**src/hdl/rbvi_pkg.sv**
```systemverilog
// Package for the rigid body integrator: formats, operation codes and register indexes.
package rbvi_pkg;
    localparam int FRAC_BITS_DEF = 16;
    localparam int W = 32;
    localparam int DT_W = 16;
    localparam int OP_W = 3;
    localparam int CFG_IDX_W = 2;

    localparam logic [OP_W-1:0] OP_TICK    = 3'd0;
    localparam logic [OP_W-1:0] OP_FORCE   = 3'd1;
    localparam logic [OP_W-1:0] OP_IMPULSE = 3'd2;
    localparam logic [OP_W-1:0] OP_RESET   = 3'd3;
    localparam logic [OP_W-1:0] OP_SETVEL  = 3'd4;
    localparam logic [OP_W-1:0] OP_SETPOS  = 3'd5;

    localparam logic [CFG_IDX_W-1:0] REG_MASS    = 2'd0;
    localparam logic [CFG_IDX_W-1:0] REG_GRAVITY = 2'd1;
    localparam logic [CFG_IDX_W-1:0] REG_IMMOV   = 2'd2;

    typedef logic signed [W-1:0] t_word;

    // Clamp a wide signed value to the signed 32-bit range.
    function automatic t_word sat32(input logic signed [65:0] x);
        if (x > 66'sd2147483647) begin
            sat32 = 32'sh7FFFFFFF;
        end else if (x < -66'sd2147483648) begin
            sat32 = 32'sh80000000;
        end else begin
            sat32 = t_word'(x[W-1:0]);
        end
    endfunction
endpackage

```
**src/hdl/rbvi_div.sv**
```systemverilog
// Restoring divider: signed dividend by unsigned divisor, quotient truncated toward zero.
module rbvi_div #(
    parameter int FRAC_BITS = rbvi_pkg::FRAC_BITS_DEF
) (
    input  logic                        i_clk,
    input  logic                        i_rst_n,
    input  logic                        i_start,
    input  logic signed [rbvi_pkg::W-1:0] i_num,
    input  logic [rbvi_pkg::W-1:0]      i_den,
    output logic                        o_done,
    output logic signed [64:0]          o_quot
);
    import rbvi_pkg::*;
    localparam int NW = W + FRAC_BITS;
    localparam int CW = $clog2(NW + 1);

    logic [NW-1:0] r_q;
    logic [W:0]    r_rem;
    logic [CW-1:0] r_cnt;
    logic          r_busy;
    logic          r_neg;
    logic [W:0]    n_rem;
    logic [W:0]    w_try;
    logic [W-1:0]  w_mag;

    assign w_mag = i_num[W-1] ? W'(-i_num) : W'(i_num);
    assign n_rem = {r_rem[W-1:0], r_q[NW-1]};
    assign w_try = n_rem - {1'b0, i_den};

    always_ff @(posedge i_clk) begin
        if (!i_rst_n) begin
            r_busy <= 1'b0;
            r_cnt  <= '0;
            o_done <= 1'b0;
        end else begin
            o_done <= 1'b0;
            if (i_start) begin
                r_busy <= 1'b1;
                r_cnt  <= CW'(NW);
                r_q    <= {w_mag, {FRAC_BITS{1'b0}}};
                r_rem  <= '0;
                r_neg  <= i_num[W-1];
            end else if (r_busy) begin
                if (!w_try[W]) begin
                    r_rem <= w_try;
                    r_q   <= {r_q[NW-2:0], 1'b1};
                end else begin
                    r_rem <= n_rem;
                    r_q   <= {r_q[NW-2:0], 1'b0};
                end
                r_cnt <= r_cnt - 1'b1;
                if (r_cnt == CW'(1)) begin
                    r_busy <= 1'b0;
                    o_done <= 1'b1;
                end
            end
        end
    end

    assign o_quot = r_neg ? -$signed({17'd0, r_q}) : $signed({17'd0, r_q});
endmodule

```
**config.mk**
```make
export PLATFORM = sky130hd
export DESIGN_NAME = rbvi_div
export DESIGN_NICKNAME = d
export VERILOG_FILES = /design/src/hdl/rbvi_pkg.sv /design/src/hdl/rbvi_div.sv
export SDC_FILE = /design/constraint.sdc
export NUM_CORES = 1
export LEC_CHECK = 0
export BUFFER_PORTS_ARGS = -buffer_cell sky130_fd_sc_hd__buf_2
export CAP_MARGIN = 20
export CORE_MARGIN = 2
export CORE_UTILIZATION = 51
export DETAILED_ROUTE_END_ITERATION = 6
export HOLD_SLACK_MARGIN = 0.03
export PLACE_DENSITY = 0.74
export SYNTH_ARGS = -nofsm -noshare
export SYNTH_HDL_FRONTEND = slang
export SYNTH_SLANG_ARGS = --single-unit
```
**constraint.sdc**
```tcl
create_clock -name i_clk -period 11.7 [get_ports i_clk]
set_input_delay 1.17 -clock i_clk [delete_from_list [all_inputs] [get_ports i_clk]]
set_output_delay 1.17 -clock i_clk [all_outputs]
set_load 0.1 [all_outputs]
```
==> metrics.md, run 1 <==
| Metric | Value |
|---|---|
| Status | completed |
| Worst Setup End Kind | output port |
| Proportion of power drawn by flip-flops and latches | 0.329 |
| Buf/Inv on CP | 1 |
| Clk Latency, worst-skew pair | between 0.3 and 0.4 ns |
| Fraction of synthesized cell area taken by the top area cell type | 0.337 |
| Total standard cell area after synthesis | around 0.007 mm² |
| Tightest Hold Check Type | reg -> reg |
| Cell internal power dissipation | about 720 µW |
| Cell with the largest stage delay on the worst path | or4_1 |
| Async set-reset flop share out of synthesis | 0 |
| Overall Power | ~1300 µW |
| Initial core utilization | 0.522 |
| Count of antenna-violating nets left after detailed routing | 0 |
| Count of boundary I/O pins | 133 |
| CTS-repair resized insts | 0 |
| Sequential fraction of the synthesis area | 0.359 |
| Most frequent standard cell in the layout excluding fill and tap cells | buf_2 |
| Path depth of the worst reg2reg path | 14 |
| Cell family with most CP delay | simple AND/OR/NAND/NOR gates |
| Cell count after synthesis | 826 |
| Mean cell area of the mapped netlist | about 8.7 µm² |
| Die area | between 0.015 and 0.02 mm² |
| Startpoint types | register |
| Fin crit share | 0.564 |
| Overflow left after global routing | 0 |
| Initial DRT Pass Iterations | 5 |
| Post-synth EDFFs | 81 |
| Netlist cell types | 53 |
| Overall global routing resource usage | 0.234 |
| Hold Vio Cnt, Final | 0 |
| Die Span Y | roughly 120 µm |
| Sw Ratio | 0.427 |
| Via count | around 6400 |
| Antenna violations before repair | 0 |
| Fraction of layout cells with a size suffix above 1 | 0.187 |
| Final #Nets | approximately 1000 |
| Critical path fanouts, max | 12 |
| Required time worst endpoint | roughly 11 ns |
| Synthesis-to-finish area growth | 15.4% |
| Number of DRC markers in iteration 0 | between 300 and 400 |
| Final Setup Violations | 0 |
| Maximum number of pins on one net before global-route repair | 90 |
| Clock share of power | 0.252 |
| Global-route wire length before repair | between 20 and 30 mm |
| Worst path max stage delay | around 0.7 ns |
| Reg clk slew, reported paths | approximately 0.070 ns |
| Most frequent cells in the layout | buf_2, nand2_1, edfxtp_1 |
| Power per unit of standard cell area | 151 mW/mm² |
| Post-layout minimum cycle time | 6.60 ns |
| Number of DRC violations after detailed routing | 0 |
| Most numerous cell on the critical path | or4_1 |
| Final Slew Violations | 0 |
| Data arrival time of the worst path | roughly 5.4 ns |
| Detailed-route wire length per cell | 15.7 µm |
| Count of cell instances traversed by the critical path | 10 |
| Max VDD drop | 92.4 µV |
| Setup TNS | 0 ns |
| Flip-flop and latch count after synthesis | 89 |
| Post-Route WL | about 18 mm |
| Unrepaired setup endpoints after global routing | false |
| Number of filler instances in the final layout | about 1200 |
| Layout Skew | about 0.009 ns |
| Hold path startpoint | r_cnt[1] |
| Number of placement rows | 43 |
| Vias in the first global route | just under 6000 |
| Power share of the combinational group | 0.419 |
| Net switching component of the power | 535 µW |
| Total CTS buffers | 9 |
| X dimension of the die | between 100 and 150 µm |
| Sinks on Clock Net | 89 |
| Peak clock frequency supported by timing | ~150 MHz |
| Number of setup buffers added after CTS | 0 |
| Dominant cells by area after synthesis | edfxtp_1, xnor2_1, ha_1, a21oi_1, nand2_1 |
| Cell depth of the worst hold path | 2 |
| Category of the most critical setup path | reg -> out |
| Origin of the worst setup path | r_q[7] |
| Cell type with the highest aggregate area in the netlist | edfxtp_1 |
| Bufs on Longest Clock Path | 2 |
| Post-Syn Nets | 930 |
| IO buf count | ~130 |
| Core area | approximately 0.014 mm² |
| Diode count | 0 |
| Via density | ~5.7 |
| CTS Hold Bufs | 0 |
| Detailed-placement wirelength estimate | 12.4 mm |
| Number of synthesis warnings | 0 |
| Clock tree from TritonCTS | yes |
| Max-cap viol count | 0 |
| Post-synth top flop | edfxtp_1 |
| Slew at the pin closest to its max-slew limit | 1.08 ns |
| Worst hold slack across all endpoints | between 0.5 and 0.6 ns |
| Worst max-slew margin expressed relative to the limit | 0.272 |
| Startpoint of the worst register-to-register path | r_q[47] |
| Root cell of the clock tree | clkbuf_16 |
| Crit path cell chain | or4_4, or4_4, or3_1, or3_1, or4_1, or4_1, or4_1, o31ai_1, xnor2_1, buf_2 |
| Number of H-tree levels | 3 |
| Static power due to leakage | 0.00337 µW |
| Final weighted congestion in routability-driven placement | 0.840 |
[worst reg2reg max path, cell delays in order, from the launching register on]
cell	delay (ns)
edfxtp_1	0.86
inv_1	0.10
ha_1	0.24
fa_1	0.38
nand2b_1	0.19
a21oi_1	0.21
o41ai_1	0.12
buf_4	0.16
a2111oi_0	0.67
o31ai_1	0.18
a21oi_1	0.39
xnor2_2	0.24
buf_4	0.28
or3b_2	0.48
a21oi_1	0.14
[sequential cells by signal (all words and copies together) (netlist names)]
signal and count:
r_rem 32, o_done 1, r_busy 1, r_q 48, r_neg 1, r_cnt 6
[per-stage QoR]
step	setup slack (ns)	util	cell area [µm²]	cells
final	5.10	0.602	8330	1120
after global routing	4.96	0.602	8330	1120
after CTS	5.18	0.602	8330	1120
after detailed placement	5.59	0.579	8010	1104
after global placement	5.70	0.579	8010	1104
after floorplan	5.73	-	7220	826
[synthesized netlist by cell type (13+ instances only)]
cell / count
inv_1: 51
edfxtp_1: 81
o31ai_1: 23
xor2_1: 42
nor2b_1: 18
nand2_1: 101
or3_1: 13
ha_1: 36
o41a_1: 17
a21oi_1: 78
nor2_1: 67
clkbuf_1: 35
o21ai_0: 47
xnor2_1: 63
[final timing paths]
path	slack [ns]	endpoint
max reg2reg	6.88	r_rem[16]
min reg2reg	0.50	r_cnt[1]
max	5.10	o_quot[44]
min	0.50	r_cnt[1]
[area by class of cell]
class                   instances  area [µm²]  share of cell area
flip-flops and latches         89        2590               0.311
multi-input cells             646        4290               0.515
clock inverters                 7        92.6              0.0111
inverters                      51         191              0.0230
repair buffers                138         708              0.0850
clock buffers                   9         225              0.0270
well taps                     180         225              0.0270
[cell families after synthesis]
group | count (synthesis) | synth area share
and+or+nand+nor | 268 | 0.178
muxes | 9 | 0.0137
DFF | 89 | 0.359
xor gates and xnor gates | 105 | 0.127
adders and majority gates | 37 | 0.0652
AOI/OAI and AO/OA | 227 | 0.208
buffers and inverters | 91 | 0.0489
[power by group through the flow]
stage               clock network, µW  registers, µW  logic [µW]
CTS                               318            412         526
global placement                    0            418         521
finish                            316            413         526
detailed placement                  0            419         522
floorplan                           0            410         433
global route                      332            416         570
[metal layers]
metal | global-route usage | share of wire | up-vias
met5 | 0 | 0 | -
met4 | 0.0841 | 0.020 | 0
met3 | 0.0438 | 0.052 | 27
met2 | 0.357 | 0.45 | 190
met1 | 0.333 | 0.47 | 2974
li1 | - | - | 3203
Power figures use the tool's default switching activity.
==> run 2: changes to the inputs <==
--- a/config.mk
+++ b/config.mk
@@ -5,13 +5,14 @@
 export SDC_FILE = /design/constraint.sdc
 export NUM_CORES = 1
 export LEC_CHECK = 0
+export ABC_AREA = 1
 export BUFFER_PORTS_ARGS = -buffer_cell sky130_fd_sc_hd__buf_2
 export CAP_MARGIN = 20
 export CORE_MARGIN = 2
 export CORE_UTILIZATION = 51
 export DETAILED_ROUTE_END_ITERATION = 6
 export HOLD_SLACK_MARGIN = 0.03
-export PLACE_DENSITY = 0.74
+export PLACE_DENSITY = 0.72
 export SYNTH_ARGS = -nofsm -noshare
 export SYNTH_HDL_FRONTEND = slang
 export SYNTH_SLANG_ARGS = --single-unit
==> constraint.sdc (replaced) <==
create_clock -name i_clk -period 6.1 [get_ports i_clk]
set_input_delay 0.61 -clock i_clk [delete_from_list [all_inputs] [get_ports i_clk]]
set_output_delay 0.61 -clock i_clk [all_outputs]
set_load 0.1 [all_outputs]
==> run 2 against run 1 <==
Against the previous run:
- cell area rose by 23%
- synthesized cell count up 71%
- setup slack got worse by 2.4 ns
- combinational power grew to 2.8 times the previous value
- core utilization down 1.4 points
- clock skew barely moved
- die area up 25%
- critical path type unchanged
==> metrics.md, run 2 <==
| Metric | Value |
|---|---|
| Initial DRT Pass Iterations | 5 |
| Synthesis-to-finish area growth | 12.5% |
| Total standard cell area after synthesis | around 0.009 mm² |
| Maximum number of pins on one net before global-route repair | between 60 and 70 |
| Overflow left after global routing | 0 |
| Detailed-placement wirelength estimate | 19.4 mm |
| Sequential fraction of the synthesis area | 0.286 |
| Finished layout cell area | just over 0.01 mm² |
| Layout Skew | 0.00889 ns |
| Post-layout minimum cycle time | roughly 3.4 ns |
| Registers with the most flip-flops | r_q (48), r_rem (32), r_cnt (6) |
| Hold Vio Cnt, Final | 0 |
| Number of placement rows | 48 |
| Final design utilization | 0.589 |
| Final Setup Violations | 0 |
| Status | completed |
| Netlist cell types | 47 |
| Cell with the largest stage delay on the worst path | buf_2 |
| Critical path fanouts, max | 4 |
| Biggest register | r_q |
| Count of boundary I/O pins | 133 |
| Fin crit share | 0.554 |
| Number of synthesis warnings | 0 |
| Area share of and/or/nand/nor cells after synthesis | 0.386 |
| Buf/Inv on CP | 2 |
| Die area | 0.0189 mm² |
| Flip-flop and latch count after synthesis | a little under 90 |
| Final #Nets | between 1500 and 2000 |
| Slew at the pin closest to its max-slew limit | around 0.84 ns |
| Initial core utilization | 0.523 |
| Most instantiated library cell after synthesis | nand2_1 |
| Data arrival time of the worst path | between 2 and 3 ns |
| Final weighted congestion in routability-driven placement | slightly below 1 |
| Diode count | 0 |
| Global-route wire length before repair | around 39 mm |
| Post-Route WL | 24.7 mm |
| Cell type with the highest aggregate area in the netlist | edfxtp_1 |
| Setup TNS | 0 ns |
| Tightest Hold Check Type | in -> reg |
| Post-synthesis xor/xnor area fraction | 0.0791 |
| Cell family with most CP delay | simple AND/OR/NAND/NOR gates |
| Via count | around 8900 |
| Number of DRC violations after detailed routing | 0 |
| Fraction of layout cells with a size suffix above 1 | 0.147 |
| Required time worst endpoint | about 5.5 ns |
| CTS Hold Bufs | 0 |
| Sinks on Clock Net | 89 |
| Die Span Y | around 140 µm |
| Via density | approximately 5 |
| Core area | 0.0174 mm² |
| Clock tree from TritonCTS | yes |
| Power per unit of standard cell area | between 200 and 300 mW/mm² |
| Number of H-tree levels | 3 |
| Reg clk slew, reported paths | approximately 0.070 ns |
| Worst max-slew margin expressed relative to the limit | 0.442 |
| Post-synthesis compound-gate area fraction | 0.0744 |
| Worst hold slack across all endpoints | ~0.52 ns |
| Number of flip-flops under the largest register name | 48 |
| Unrepaired setup endpoints after global routing | false |
| Bufs on Longest Clock Path | 2 |
| Static power due to leakage | between 0.005 and 0.006 µW |
| Worst Setup End Kind | output port |
| Clk Latency, worst-skew pair | approximately 0.35 ns |
| Overall global routing resource usage | 0.266 |
| Multiplexer fraction of the synthesized cell area | 0 |
| Crit path cell chain | nor2_2, nand2_1, nor2_1, nand4_1, nor2_2, inv_1, o21ai_2, a21oi_1, nor2_1, buf_2 |
| Worst path max stage delay | approximately 0.47 ns |
| Dominant cells by area after synthesis | edfxtp_1, nand2_1, inv_1, nor2_1, xor2_1 |
| Most used standard cells in the synthesized netlist | nand2_1, inv_1, nor2_1, edfxtp_1, nand3_1 |
| Root cell of the clock tree | clkbuf_16 |
| CTS-repair resized insts | 0 |
| Largest family of logic cells by synthesized area | simple AND/OR/NAND/NOR gates |
| Detailed-route wire length per cell | ~14 µm |
| Most frequent cells in the layout | nand2_1, inv_1, nor2_1 |
| Vias in the first global route | slightly above 8000 |
| Async set-reset flop share out of synthesis | 0 |
| Cell count after synthesis | between 1000 and 1500 |
| IO buf count | 132 |
| Count of antenna-violating nets left after detailed routing | 0 |
| Startpoint types | register |
| Post-Syn Nets | around 1500 |
| Mean cell area of the mapped netlist | 6.42 µm² |
| Final Slew Violations | 0 |
| Max VDD drop | between 150 and 200 µV |
| Post-synth EDFFs | 81 |
| Peak clock frequency supported by timing | 296 MHz |
| Max-cap viol count | 0 |
| Category of the most critical setup path | reg -> out |
| Number of filler instances in the final layout | around 1800 |
| X dimension of the die | 137 µm |
| Total CTS buffers | 9 |
| Synth Area in Adders | 0.0518 |
| Fraction of synthesized cell area taken by the top area cell type | 0.268 |
| Post-synth top flop | edfxtp_1 |
| Antenna violations before repair | 0 |
| Cell area after placement | 0.00989 mm² |
| Most frequent standard cell in the layout excluding fill and tap cells | nand2_1 |
| Number of setup buffers added after CTS | 0 |
| Number of DRC markers in iteration 0 | about 630 |
==> run 2: changes by cell type after synthesis, moves of 19 or more <==
cell      before  now
a21oi_1       78   43
clkbuf_1      35   16
nand4_1        6   28
nand2_2        0   20
o31ai_1       23    1
xnor2_1       63    7
inv_1         51  248
xor2_1        42   75
nand2_1      101  415
nand3_1       11   76
nor2_1        67  187
==> run 2: area by class of cell <==
type                       count  area (µm²)  share of cell area
multi-input combinational   1041        5370               0.526
sequential                    89        2590               0.254
inverter                     256         961              0.0941
timing repair buffer         136         711              0.0696
tap                          225         282              0.0276
clock buffer                  11         233              0.0228
clock inverter                 5        65.1             0.00637
==> run 2: per-stage QoR <==
step / worst slack, ns / power [µW] / std cells
after floorplan: 2.07 / 2000 / 1414
after global placement: 2.96 / 2250 / 1746
after detailed placement: 2.91 / 2270 / 1746
after CTS: 2.53 / 2850 / 1762
after global routing: 2.56 / 3020 / 1763
final: 2.72 / 2850 / 1763
==> run 2: worst reg2reg max path: cells and delay by family, from the launching register on <==
family	cells	cell delay, ns
adders and majority gates	2	0.64
buffers and inverters	2	0.24
and+or+nand+nor	13	1.26
DFF	1	0.41
==> run 2: cell families after synthesis <==
group                      Yosys count
buffers and inverters              284
AOI/OAI and AO/OA                  122
DFF                                 89
and+or+nand+nor                    800
xor gates and xnor gates            82
adders and majority gates           37
==> run 2: final timing paths <==
kind / from / to / slack (ns) / cells past startpoint
max: r_q[3] / o_quot[38] / 2.72 / 10
min: i_rst_n / r_cnt[5] / 0.52 / 3
max reg2reg: r_q[47] / r_rem[3] / 3.32 / 17
min reg2reg: r_cnt[4] / r_cnt[4] / 0.54 / 2
==> run 2: per-layer routing <==
metal | vias up | share of wire | track usage
met5 | - | 0 | 0
met4 | 0 | 0.022 | 0.0974
met2 | 276 | 0.45 | 0.422
li1 | 4650 | - | -
met1 | 3968 | 0.47 | 0.373
met3 | 36 | 0.061 | 0.0309
==> run 2: power by group <==
part           total (µW)  internal [µW]  switching, µW
combinational        1450            362           1080
clock                 578            322            256
sequential            823            767           55.6
total                2850           1450           1400
